===== src/sv/arq_pkg.sv =====
// Package for the ARQ send window tracker: constants, codes, shared types.
// No dependencies.
`default_nettype none
package arq_pkg;
    localparam int WINDOW_SLOTS = 32;
    localparam int SLOT_W = $clog2(WINDOW_SLOTS);
    localparam int CNT_W = $clog2(WINDOW_SLOTS + 1);

    localparam logic [1:0] CMD_SEND = 2'd0;
    localparam logic [1:0] CMD_ACK  = 2'd1;
    localparam logic [1:0] CMD_TICK = 2'd2;

    localparam logic [2:0] KIND_SENT    = 3'd0;
    localparam logic [2:0] KIND_REFUSED = 3'd1;
    localparam logic [2:0] KIND_RETX    = 3'd2;
    localparam logic [2:0] KIND_CLOSED  = 3'd3;
    localparam logic [2:0] KIND_DONE    = 3'd4;

    localparam logic [15:0] RTT_LIMIT = 16'd10000;
    localparam logic [11:0] RTO_MIN = 12'd100;
    localparam logic [11:0] RTO_MAX = 12'd2000;
    localparam logic [7:0] DUP_FAST = 8'd3;

    localparam logic [0:0] REG_DEFAULT_RTO = 1'd0;
    localparam logic [0:0] REG_MAX_RETRIES = 1'd1;

    typedef struct packed {
        logic [1:0]  command;
        logic [15:0] ack_seq;
        logic [31:0] now_ms;
    } req_t;

    typedef struct packed {
        logic [2:0]  kind;
        logic [4:0]  slot;
        logic [15:0] seq;
        logic [5:0]  cleared;
        logic [5:0]  in_flight;
        logic [15:0] rto_ms;
        logic        last;
    } res_t;
endpackage
`default_nettype wire


===== src/sv/arq_req_fifo.sv =====
// Short request queue between the input side and the window engine.
// Depends on arq_pkg.
`default_nettype none
module arq_req_fifo (
    input  wire              aclk,
    input  wire              aresetn,
    input  wire              in_valid,
    output logic             in_ready,
    input  arq_pkg::req_t    in_req,
    output logic             out_valid,
    input  wire              out_ready,
    output arq_pkg::req_t    out_req
);
    import arq_pkg::*;
    req_t mem_reg [2];
    logic wp_reg, rp_reg;
    logic [1:0] cnt_reg;
    logic push, pop;

    assign in_ready  = (cnt_reg != 2'd2);
    assign out_valid = (cnt_reg != 2'd0);
    assign out_req   = mem_reg[rp_reg];
    assign push = in_valid && in_ready;
    assign pop  = out_valid && out_ready;

    always_ff @(posedge aclk) begin
        if (push) mem_reg[wp_reg] <= in_req;
        if (!aresetn) begin
            wp_reg <= 1'b0; rp_reg <= 1'b0; cnt_reg <= 2'd0;
        end else begin
            if (push) wp_reg <= ~wp_reg;
            if (pop) rp_reg <= ~rp_reg;
            cnt_reg <= cnt_reg + {1'b0, push} - {1'b0, pop};
        end
    end

    a_cnt: assert property (@(posedge aclk) disable iff (!aresetn) cnt_reg != 2'd3)
        else $error("queue count overflow");
    a_nopush_full: assert property (@(posedge aclk) disable iff (!aresetn)
        (cnt_reg == 2'd2) |-> !push) else $error("push into full queue");
    a_pop: assert property (@(posedge aclk) disable iff (!aresetn)
        (cnt_reg == 2'd0) |-> !pop) else $error("pop from empty queue");
endmodule
`default_nettype wire


===== src/sv/arq_engine.sv =====
// Window engine: executes send requests directly and ack and tick requests slot by slot.
// Depends on arq_pkg.
`default_nettype none
module arq_engine (
    input  wire              aclk,
    input  wire              aresetn,
    input  wire              req_valid,
    output logic             req_ready,
    input  arq_pkg::req_t    req,
    output logic             res_valid,
    input  wire              res_ready,
    output arq_pkg::res_t    res,
    input  wire  [15:0]      default_rto,
    input  wire  [7:0]       max_retries
);
    import arq_pkg::*;

    typedef enum logic [3:0] {
        S_IDLE, S_ACK_SCAN, S_RTT1, S_RTT2, S_RTT3, S_CLEAR, S_TICK_RD, S_TICK,
        S_OUT
    } state_t;

    state_t state_reg;
    logic [WINDOW_SLOTS-1:0] valid_reg;
    logic [15:0] seq_mem [WINDOW_SLOTS];
    logic [31:0] time_mem [WINDOW_SLOTS];
    logic [7:0]  retry_mem [WINDOW_SLOTS];
    logic [15:0] next_tx_reg, last_acked_reg;
    logic [7:0]  dup_reg;
    logic        fast_done_reg, rtt_valid_reg;
    logic [13:0] srtt_reg, var_reg;
    logic [11:0] rto_reg;
    logic [CNT_W-1:0] count_reg;
    req_t        cur_reg;
    logic [CNT_W-1:0] k_reg;
    logic [CNT_W-1:0] cleared_reg;
    logic        found_reg, newer_reg;
    logic [15:0] cand_reg;
    logic [31:0] oldest_reg;
    logic [31:0] sample_reg;
    logic [13:0] srtt_new_reg;
    logic [15:0] rs_seq_reg;
    logic [31:0] rs_time_reg;
    logic [7:0]  rs_retry_reg;
    logic        rs_valid_reg;
    res_t        res_reg;
    logic        res_valid_reg;

    logic [SLOT_W-1:0] k_idx;
    logic [SLOT_W-1:0] tx_idx;
    logic [15:0] rto_now;
    logic [15:0] d_ack, d_last, d_cand, d_tx;
    logic [31:0] elapsed;
    logic [8:0]  retry_inc;
    logic [16:0] srtt_sum;
    logic [15:0] diff_abs;
    logic [16:0] var_sum;
    logic [17:0] rto_sum;
    logic        out_free;

    assign k_idx   = k_reg[SLOT_W-1:0];
    assign tx_idx  = next_tx_reg[SLOT_W-1:0];
    assign rto_now = (rto_reg != 12'd0) ? {4'd0, rto_reg} : default_rto;
    assign d_ack   = seq_mem[k_idx] - cur_reg.ack_seq;
    assign d_last  = seq_mem[k_idx] - last_acked_reg;
    assign d_cand  = seq_mem[k_idx] - cand_reg;
    assign d_tx    = next_tx_reg - rs_seq_reg;
    assign elapsed = cur_reg.now_ms - rs_time_reg;
    assign retry_inc = {1'b0, rs_retry_reg} + 9'd1;
    assign srtt_sum = {3'd0, srtt_reg} * 17'd7 + {1'b0, sample_reg[15:0]};
    assign diff_abs = ({2'd0, srtt_new_reg} > sample_reg[15:0]) ?
        {2'd0, srtt_new_reg} - sample_reg[15:0] : sample_reg[15:0] - {2'd0, srtt_new_reg};
    assign var_sum = {3'd0, var_reg} * 17'd3 + {1'b0, diff_abs};
    assign rto_sum = {4'd0, srtt_reg} + {2'd0, var_reg, 2'b00};
    assign out_free = !res_valid_reg || res_ready;

    assign req_ready = (state_reg == S_IDLE) && out_free;
    assign res_valid = res_valid_reg;
    assign res = res_reg;

    // Positive distance test for the tick scan (1..WINDOW_SLOTS).
    logic d_in, d_stale;
    always_comb begin
        d_in = !d_tx[15] && d_tx != 16'd0 && d_tx <= 16'(WINDOW_SLOTS);
        d_stale = d_tx[15] ? ((16'd0 - d_tx) > 16'(WINDOW_SLOTS))
                           : (d_tx > 16'(WINDOW_SLOTS));
    end

    always_ff @(posedge aclk) begin
        if (res_valid_reg && res_ready) res_valid_reg <= 1'b0;
        unique case (state_reg)
        S_IDLE: begin
            if (req_valid && out_free) begin
                cur_reg <= req;
                k_reg <= '0;
                cleared_reg <= '0;
                found_reg <= 1'b0;
                unique case (req.command)
                CMD_SEND: begin
                    res_valid_reg <= 1'b1;
                    res_reg.slot <= 5'(tx_idx);
                    res_reg.seq <= next_tx_reg;
                    res_reg.cleared <= 6'd0;
                    res_reg.rto_ms <= rto_now;
                    res_reg.last <= 1'b1;
                    if (count_reg >= CNT_W'(WINDOW_SLOTS) || valid_reg[tx_idx]) begin
                        res_reg.kind <= KIND_REFUSED;
                        res_reg.in_flight <= 6'(count_reg);
                    end else begin
                        res_reg.kind <= KIND_SENT;
                        res_reg.in_flight <= 6'(count_reg + 1'b1);
                        valid_reg[tx_idx] <= 1'b1;
                        seq_mem[tx_idx] <= next_tx_reg;
                        time_mem[tx_idx] <= req.now_ms;
                        retry_mem[tx_idx] <= 8'd0;
                        count_reg <= count_reg + 1'b1;
                        next_tx_reg <= next_tx_reg + 16'd1;
                    end
                end
                CMD_ACK: begin
                    newer_reg <= 1'b0;
                    if (req.ack_seq == last_acked_reg) begin
                        state_reg <= S_CLEAR;
                        if (dup_reg != 8'hFF) dup_reg <= dup_reg + 8'd1;
                        if (dup_reg + 8'd1 >= DUP_FAST && dup_reg != 8'hFF || dup_reg == 8'hFF)
                        begin
                            if (!fast_done_reg && valid_reg[req.ack_seq[SLOT_W-1:0]]
                                && seq_mem[req.ack_seq[SLOT_W-1:0]] == req.ack_seq) begin
                                time_mem[req.ack_seq[SLOT_W-1:0]] <= req.now_ms;
                                fast_done_reg <= 1'b1;
                                res_valid_reg <= 1'b1;
                                res_reg.kind <= KIND_RETX;
                                res_reg.slot <= 5'(req.ack_seq[SLOT_W-1:0]);
                                res_reg.seq <= req.ack_seq;
                                res_reg.cleared <= 6'd0;
                                res_reg.in_flight <= 6'(count_reg);
                                res_reg.rto_ms <= rto_now;
                                res_reg.last <= 1'b0;
                            end
                        end
                    end else if (!(req.ack_seq - last_acked_reg >= 16'h8000)) begin
                        newer_reg <= 1'b1;
                        state_reg <= S_ACK_SCAN;
                    end else begin
                        state_reg <= S_CLEAR;
                    end
                end
                CMD_TICK: state_reg <= S_TICK_RD;
                default: begin
                    res_valid_reg <= 1'b1;
                    res_reg <= '{kind: KIND_DONE, slot: 5'd0, seq: 16'd0, cleared: 6'd0,
                                 in_flight: 6'(count_reg), rto_ms: rto_now, last: 1'b1};
                end
                endcase
            end
        end
        S_ACK_SCAN: begin
            // Find the oldest packet covered by this ack.
            if (valid_reg[k_idx] && d_ack[15] && !d_last[15]) begin
                if (!found_reg || d_cand[15]) begin
                    found_reg <= 1'b1;
                    cand_reg <= seq_mem[k_idx];
                    oldest_reg <= time_mem[k_idx];
                end
            end
            if (k_reg == CNT_W'(WINDOW_SLOTS - 1)) begin
                k_reg <= '0;
                state_reg <= S_RTT1;
            end else k_reg <= k_reg + 1'b1;
        end
        S_RTT1: begin
            sample_reg <= cur_reg.now_ms - oldest_reg;
            state_reg <= S_RTT2;
            last_acked_reg <= cur_reg.ack_seq;
            dup_reg <= 8'd0;
            fast_done_reg <= 1'b0;
        end
        S_RTT2: begin
            if (found_reg && sample_reg != 32'd0 && sample_reg < {16'd0, RTT_LIMIT}) begin
                if (!rtt_valid_reg) begin
                    srtt_new_reg <= sample_reg[13:0];
                    srtt_reg <= sample_reg[13:0];
                    var_reg <= sample_reg[14:1];
                    rtt_valid_reg <= 1'b1;
                    state_reg <= S_RTT3;
                    newer_reg <= 1'b0;
                end else begin
                    srtt_new_reg <= 14'(srtt_sum >> 3);
                    srtt_reg <= 14'(srtt_sum >> 3);
                    state_reg <= S_RTT3;
                end
            end else begin
                newer_reg <= 1'b0;
                state_reg <= S_CLEAR;
                found_reg <= 1'b0;
            end
        end
        S_RTT3: begin
            // newer_reg still set: variance update pending, then rto.
            if (newer_reg) begin
                var_reg <= 14'(var_sum >> 2);
                newer_reg <= 1'b0;
            end else begin
                if (rto_sum < {6'd0, RTO_MIN}) rto_reg <= RTO_MIN;
                else if (rto_sum > {6'd0, RTO_MAX}) rto_reg <= RTO_MAX;
                else rto_reg <= rto_sum[11:0];
                state_reg <= S_CLEAR;
            end
        end
        S_CLEAR: begin
            if (valid_reg[k_idx] && d_ack[15]) begin
                valid_reg[k_idx] <= 1'b0;
                count_reg <= count_reg - 1'b1;
                cleared_reg <= cleared_reg + 1'b1;
            end
            if (k_reg == CNT_W'(WINDOW_SLOTS - 1)) begin
                state_reg <= S_OUT;
            end else k_reg <= k_reg + 1'b1;
        end
        S_TICK_RD: begin
            rs_valid_reg <= valid_reg[k_idx];
            rs_seq_reg <= seq_mem[k_idx];
            rs_time_reg <= time_mem[k_idx];
            rs_retry_reg <= retry_mem[k_idx];
            state_reg <= S_TICK;
        end
        S_TICK: begin
            if (rs_valid_reg && d_in && elapsed > {16'd0, rto_now}) begin
                if (out_free) begin
                    if (retry_inc > {1'b0, max_retries}) begin
                        res_valid_reg <= 1'b1;
                        res_reg <= '{kind: KIND_CLOSED, slot: 5'(k_idx), seq: rs_seq_reg,
                                     cleared: 6'd0, in_flight: 6'd0,
                                     rto_ms: default_rto, last: 1'b1};
                        valid_reg <= '0;
                        next_tx_reg <= 16'd0; last_acked_reg <= 16'd0;
                        dup_reg <= 8'd0; fast_done_reg <= 1'b0; rtt_valid_reg <= 1'b0;
                        srtt_reg <= 14'd0; var_reg <= 14'd0; rto_reg <= 12'd0;
                        count_reg <= '0;
                        state_reg <= S_IDLE;
                    end else begin
                        retry_mem[k_idx] <= retry_inc[7:0];
                        time_mem[k_idx] <= cur_reg.now_ms;
                        res_valid_reg <= 1'b1;
                        res_reg <= '{kind: KIND_RETX, slot: 5'(k_idx), seq: rs_seq_reg,
                                     cleared: 6'd0, in_flight: 6'(count_reg),
                                     rto_ms: rto_now, last: 1'b0};
                        rs_valid_reg <= 1'b0;
                    end
                end
            end else begin
                if (rs_valid_reg && d_stale) begin
                    valid_reg[k_idx] <= 1'b0;
                    count_reg <= count_reg - 1'b1;
                    cleared_reg <= cleared_reg + 1'b1;
                end
                if (k_reg == CNT_W'(WINDOW_SLOTS - 1)) state_reg <= S_OUT;
                else begin
                    k_reg <= k_reg + 1'b1;
                    state_reg <= S_TICK_RD;
                end
            end
        end
        S_OUT: begin
            if (out_free) begin
                res_valid_reg <= 1'b1;
                res_reg <= '{kind: KIND_DONE, slot: 5'd0,
                             seq: (cur_reg.command == CMD_ACK) ? cur_reg.ack_seq : 16'd0,
                             cleared: 6'(cleared_reg), in_flight: 6'(count_reg),
                             rto_ms: rto_now, last: 1'b1};
                state_reg <= S_IDLE;
            end
        end
        default: state_reg <= S_IDLE;
        endcase
        if (!aresetn) begin
            state_reg <= S_IDLE;
            res_valid_reg <= 1'b0;
            valid_reg <= '0;
            next_tx_reg <= 16'd0; last_acked_reg <= 16'd0;
            dup_reg <= 8'd0; fast_done_reg <= 1'b0; rtt_valid_reg <= 1'b0;
            srtt_reg <= 14'd0; var_reg <= 14'd0; rto_reg <= 12'd0;
            count_reg <= '0;
        end
    end

    a_count: assert property (@(posedge aclk) disable iff (!aresetn)
        count_reg <= CNT_W'(WINDOW_SLOTS)) else $error("window count overflow");
    a_count_match: assert property (@(posedge aclk) disable iff (!aresetn)
        (state_reg == S_IDLE) |-> (32'(count_reg) == $countones(valid_reg)))
        else $error("window count differs from valid slots");
    a_rto: assert property (@(posedge aclk) disable iff (!aresetn)
        rto_reg == 12'd0 || (rto_reg >= RTO_MIN && rto_reg <= RTO_MAX))
        else $error("rto out of range");
    a_res_hold: assert property (@(posedge aclk) disable iff (!aresetn)
        (res_valid_reg && !res_ready) |=> (res_valid_reg && $stable(res_reg)))
        else $error("result changed while waiting");
endmodule
`default_nettype wire


===== src/sv/arq_send_window_tracker.sv =====
// Top level of the ARQ send window tracker: APB registers, request queue, engine.
// Send and unknown commands are answered directly from idle. Duplicate or older ack:
// one slot walk; newer ack: two slot walks plus RTT update.
// Tick: one slot walk with a retransmit per timed-out slot; result stalls lengthen all
// of these. Requests pass through the request queue; one request at a time in the engine.
// Reset: synchronous active-low aresetn empties the window and restores registers.
`default_nettype none
module arq_send_window_tracker (
    input  wire         aclk,
    input  wire         aresetn,
    input  wire         s_tvalid,
    output logic        s_tready,
    input  wire  [55:0] s_tdata,   // command[1:0], ack_seq[17:2], now_ms[49:18]
    output logic        m_tvalid,
    input  wire         m_tready,
    output logic [55:0] m_tdata,   // kind, slot, seq, cleared, in_flight, rto_ms
    output logic        m_tlast,
    input  wire         psel,
    input  wire         penable,
    input  wire         pwrite,
    input  wire  [2:0]  paddr,
    input  wire  [31:0] pwdata,
    output logic [31:0] prdata,
    output logic        pready
);
    import arq_pkg::*;
    logic [15:0] def_rto_reg;
    logic [7:0]  max_retries_reg;
    req_t in_req, q_req;
    res_t r;
    logic q_valid, q_ready;

    assign pready = 1'b1;
    always_comb begin
        unique case (paddr[2])
            REG_DEFAULT_RTO: prdata = {16'd0, def_rto_reg};
            REG_MAX_RETRIES: prdata = {24'd0, max_retries_reg};
            default: prdata = 32'd0;
        endcase
    end
    always_ff @(posedge aclk) begin
        if (!aresetn) begin
            def_rto_reg <= 16'd1000;
            max_retries_reg <= 8'd10;
        end else if (psel && penable && pwrite) begin
            if (paddr == {REG_DEFAULT_RTO, 2'b00}) def_rto_reg <= pwdata[15:0];
            else if (paddr == {REG_MAX_RETRIES, 2'b00}) max_retries_reg <= pwdata[7:0];
        end
    end

    assign in_req = '{command: s_tdata[1:0], ack_seq: s_tdata[17:2], now_ms: s_tdata[49:18]};

    arq_req_fifo u_fifo (
        .aclk(aclk), .aresetn(aresetn),
        .in_valid(s_tvalid), .in_ready(s_tready), .in_req(in_req),
        .out_valid(q_valid), .out_ready(q_ready), .out_req(q_req)
    );

    arq_engine u_engine (
        .aclk(aclk), .aresetn(aresetn),
        .req_valid(q_valid), .req_ready(q_ready), .req(q_req),
        .res_valid(m_tvalid), .res_ready(m_tready), .res(r),
        .default_rto(def_rto_reg), .max_retries(max_retries_reg)
    );

    assign m_tdata = {4'd0, r.rto_ms, r.in_flight, r.cleared, r.seq, r.slot, r.kind};
    assign m_tlast = r.last;
endmodule
`default_nettype wire

===== config.mk =====
export PLATFORM = sky130hd
export DESIGN_NAME = arq_send_window_tracker
export DESIGN_NICKNAME = d
export VERILOG_FILES = /design/src/sv/arq_pkg.sv /design/src/sv/arq_req_fifo.sv /design/src/sv/arq_engine.sv /design/src/sv/arq_send_window_tracker.sv
export SDC_FILE = /design/constraint.sdc
export NUM_CORES = 2
export LEC_CHECK = 0
export ABC_CLOCK_PERIOD_IN_PS = 13500
export BUFFER_PORTS_ARGS = -buffer_cell sky130_fd_sc_hd__clkbuf_2
export CORE_MARGIN = 3
export CORE_UTILIZATION = 45
export CTS_CLUSTER_DIAMETER = 60
export DETAILED_ROUTE_END_ITERATION = 16
export GPL_ROUTABILITY_DRIVEN = 0
export PLACE_DENSITY_LB_ADDON = 0.25
export SLEW_MARGIN = 25
export SYNTH_ARGS = -nofsm -noshare
export SYNTH_HDL_FRONTEND = slang
export SYNTH_SLANG_ARGS = --single-unit

===== constraint.sdc =====
create_clock -name aclk -period 13.5 [get_ports aclk]
set_input_delay 0.675 -clock aclk [delete_from_list [all_inputs] [get_ports aclk]]
set_output_delay 0.675 -clock aclk [all_outputs]
set_load 0.02 [all_outputs]

==> flow_summary.json <==
{
  "synth_xor_area_share_pct": 1.04,
  "synth-simple-area-share_pct": 7.27,
  "start_kind": "flip-flop",
  "min_period_ns": 8.18,
  "drt.antenna.violating_nets": 0,
  "maxSlewViolCount": 0,
  "drive_gt1_share_pct": 20.1,
  "chipHeight_um": 493,
  "wirelength_um": 301000,
  "syn_inst": 6882,
  "wl_per_cell_um": 28.7,
  "intPower_uw": 15000,
  "synthFlopType": "edfxtp_1",
  "arrival_ns": 8.67,
  "finalHoldViolations": 0,
  "cts.sinks": 2319,
  "r2r_end": "u_engine.time_mem[10][16]",
  "skew_ns": 0.0436,
  "hold_path_depth": 3,
  "p_comb_share_pct": 32.5,
  "cts_max_path_buffers": 3,
  "period_share_pct": 60.6,
  "yosysWarnings": 0,
  "synth-async-reset-ratio_pct": 0,
  "cts_buffers": 230,
  "grt_max_degree": 129,
  "track_usage_pct": 24.4,
  "core_mm2": 0.236,
  "clk_latency_ns": 0.90,
  "drt_pass1_iterations": 8,
  "vias_per_cell": 6.24,
  "nFillCells": 19329,
  "synthMuxAreaShare_pct": 14.8,
  "avgSynthCellArea_um2": 15.5,
  "portBuffers": 146,
  "clkPwrFrac_pct": 27.9,
  "die_x_um": 493,
  "rsz0062_at_grt": "false",
  "leakage_uw": 0.0412,
  "p_per_area_mw_per_mm2": 190,
  "tightest_slew_ns": 1.18,
  "largest_register_ffs": 1024,
  "swShare_pct": 34.2,
  "peakVddDrop_mv": 0.133,
  "fin_tns_setup_ns": 0,
  "seqPwrFrac_pct": 39.5,
  "worst_setup_path_end_kind": "flip-flop",
  "ys_seq_area_share_pct": 63.7,
  "clk_pin_slew_ns": 0.06,
  "holdPathEnd": "def_rto_reg[7]",
  "max_freq_ghz": 0.122,
  "cp_max_fo": 34,
  "synthTopCellsByArea": "edfxtp_1 61%, mux4_2 12%, ha_1 3.0%",
  "setup_ws_ns": 5.32,
  "vias": 65263,
  "reg_top3": "u_engine.time_mem (1024), u_engine.seq_mem (512), u_engine.retry_mem (256)",
  "synth_edf_count": 2160,
  "floorplan.rows": 178,
  "grt_pass1_vias": 64080,
  "nNetsFinal": 7508,
  "reg2regPathDepth": 16,
  "ctsResizeCount": 0,
  "synth_top_family_by_area": "multiplexers",
  "netlist.area_leader.share_pct": 60.7,
  "drc": 0,
  "syn_area_mm2": 0.107,
  "drtIter0Drc": 8013,
  "dp.final_hpwl_um": 190000,
  "drv_cap": 0,
  "hold_path_class": "input pin to flip-flop",
  "critPathKind": "flip-flop to flip-flop",
  "pre_cts_slack_ns": 5.58,
  "hold_start": "pwdata[7]",
  "ios": 190,
  "overflow": 0,
  "htree_levels": 4,
  "setup_viol": 0,
  "yosys.area.top_type": "edfxtp_1",
  "cts-hold-fix-buffers": 64,
  "area_growth_pct": 12.4,
  "regMostFlops": "u_engine.time_mem",
  "die-area_mm2": 0.243,
  "synth_fa_ha_area_share_pct": 3.83,
  "cts_setup_buffers": 0,
  "grt_pass1_wl_um": 437000,
  "status": "finished clean",
  "cts_tree": "yes",
  "cts_root_buffer": "clkbuf_16",
  "required_ns": 13.99,
  "start_util_pct": 45.3,
  "ff2ff_setup_slack_ns": 5.32,
  "yosysUniqueCellTypes": 104,
  "slew_headroom_pct": 20.6,
  "synth_compound_area_share_pct": 6.79,
  "ys_ff_latch": 2319,
  "p_switching_uw": 7820,
  "antenna_found_initial": 15
}
-- per-stage QoR --
stage               power, uW  cells  hold slack, ns  cell area [um^2]  utilization [%]
floorplan               14000   6901           0.432            107000                -
global placement        16400   9960           0.441            112000             47.4
detailed placement      16500   9961           0.448            112000             47.4
CTS                     22900  10459         0.00252            120000             50.9
global route            23800  10463          0.0396            120000             50.9
finish                  22900  10467          0.0644            120000             51.0
-- area by class of cell --
cell class,count,area [um^2],area share [%]
inverter,277,1040,0.870
clock buffer,292,6120,5.10
sequential,2319,68100,56.7
clock inverter,142,1450,1.21
multi-input combinational,3928,36800,30.7
timing repair buffer,354,2590,2.16
tap,3150,3940,3.28
antenna,5,12.5,0.0104
-- critical path: stages, from the launching register on --
cell and delay [ns]:
dfxtp_4 0.70, mux2i_4 0.79, buf_4 0.60, inv_2 0.50
buf_4 0.46, mux4_2 0.38, o22ai_1 0.19, a211oi_1 0.14
a2111oi_4 0.76, xnor2_1 0.13, nor4_1 0.32, nand4_1 0.23
nor4_4 0.45, mux2_4 0.38, mux2_2 0.55, nor4_4 0.38
buf_4 0.62
-- placed cells by master, fill, tap and decap left out, types with 36 or more instances in the layout --
master / Yosys / final
mux2i_1: 138 / 136
fa_1: 45 / 45
o21ai_0: 165 / 164
dlygate4sd3_1: 0 / 64
o22ai_1: 87 / 87
clkbuf_1: 243 / 52
buf_4: 31 / 134
a22oi_1: 62 / 62
mux2_2: 88 / 88
ha_1: 255 / 255
a21o_1: 69 / 69
a21oi_1: 227 / 226
nor2_1: 393 / 353
nand2_1: 525 / 524
nand3_1: 155 / 155
xor2_1: 41 / 41
nor2_4: 0 / 37
xnor2_1: 83 / 83
clkbuf_16: 0 / 233
nand4_1: 61 / 61
clkinv_2: 0 / 43
o21a_1: 40 / 40
dfxtp_1: 159 / 150
clkinv_1: 1 / 47
or3_1: 36 / 36
clkbuf_2: 0 / 146
nor3_1: 74 / 67
mux4_2: 591 / 591
inv_1: 272 / 271
a211oi_1: 70 / 70
nor2b_1: 64 / 58
edfxtp_1: 2160 / 2160
nor4_1: 63 / 56
-- cells in the mapped netlist, types with 70 or more instances --
| library cell | number |
|---|---|
| ha_1 | 255 |
| dfxtp_1 | 159 |
| clkbuf_1 | 243 |
| nand2_1 | 525 |
| xnor2_1 | 83 |
| nand3_1 | 155 |
| mux2i_1 | 138 |
| nor3_1 | 74 |
| a21oi_1 | 227 |
| a211oi_1 | 70 |
| nor2_1 | 393 |
| o21ai_0 | 165 |
| mux2_2 | 88 |
| inv_1 | 272 |
| mux4_2 | 591 |
| o22ai_1 | 87 |
| edfxtp_1 | 2160 |
-- worst max-delay path by stage --
stage	endpoint	from	cells past startpoint	slack [ns]
finish	u_engine.time_mem[10][16]	flip-flop	16	5.32
global route	u_engine.time_mem[10][16]	u_engine.cur_reg[0]	24	5.06
CTS	u_engine.time_mem[10][16]	flip-flop	16	5.54
detailed placement	u_engine.time_mem[10][16]	flip-flop	16	5.58
global placement	u_engine.time_mem[9][18]	flip-flop	16	5.57
floorplan	u_engine.time_mem[3][0]	u_engine.rs_time_reg[0]	24	4.77
-- per-layer routing --
layer / up-vias / GRT usage [%] / routed length (um)
met2: 3268 / 38.4 / 140000
met4: 2 / 8.77 / 11100
met1: 33707 / 34.2 / 123000
met5: - / 0 / 13
li1: 27770 / - / -
met3: 516 / 4.36 / 27100
-- power groups by stage --
stage	registers, uW	clock network (uW)	logic [uW]
final	9040	6380	7430
after global routing	9070	6750	7960
after CTS	9030	6460	7390
after detailed placement	9190	0	7340
after global placement	9170	0	7240
after floorplan	9020	0	5030
-- cell families after synthesis --
kind of cell	count (synthesis)
fa+ha+maj	300
buf+inv	654
flops	2319
mux	825
simple gates	1594
compound gates	1063
xor+xnor	125
other cells	2
Note: power is estimated with default switching activity, not from simulation.
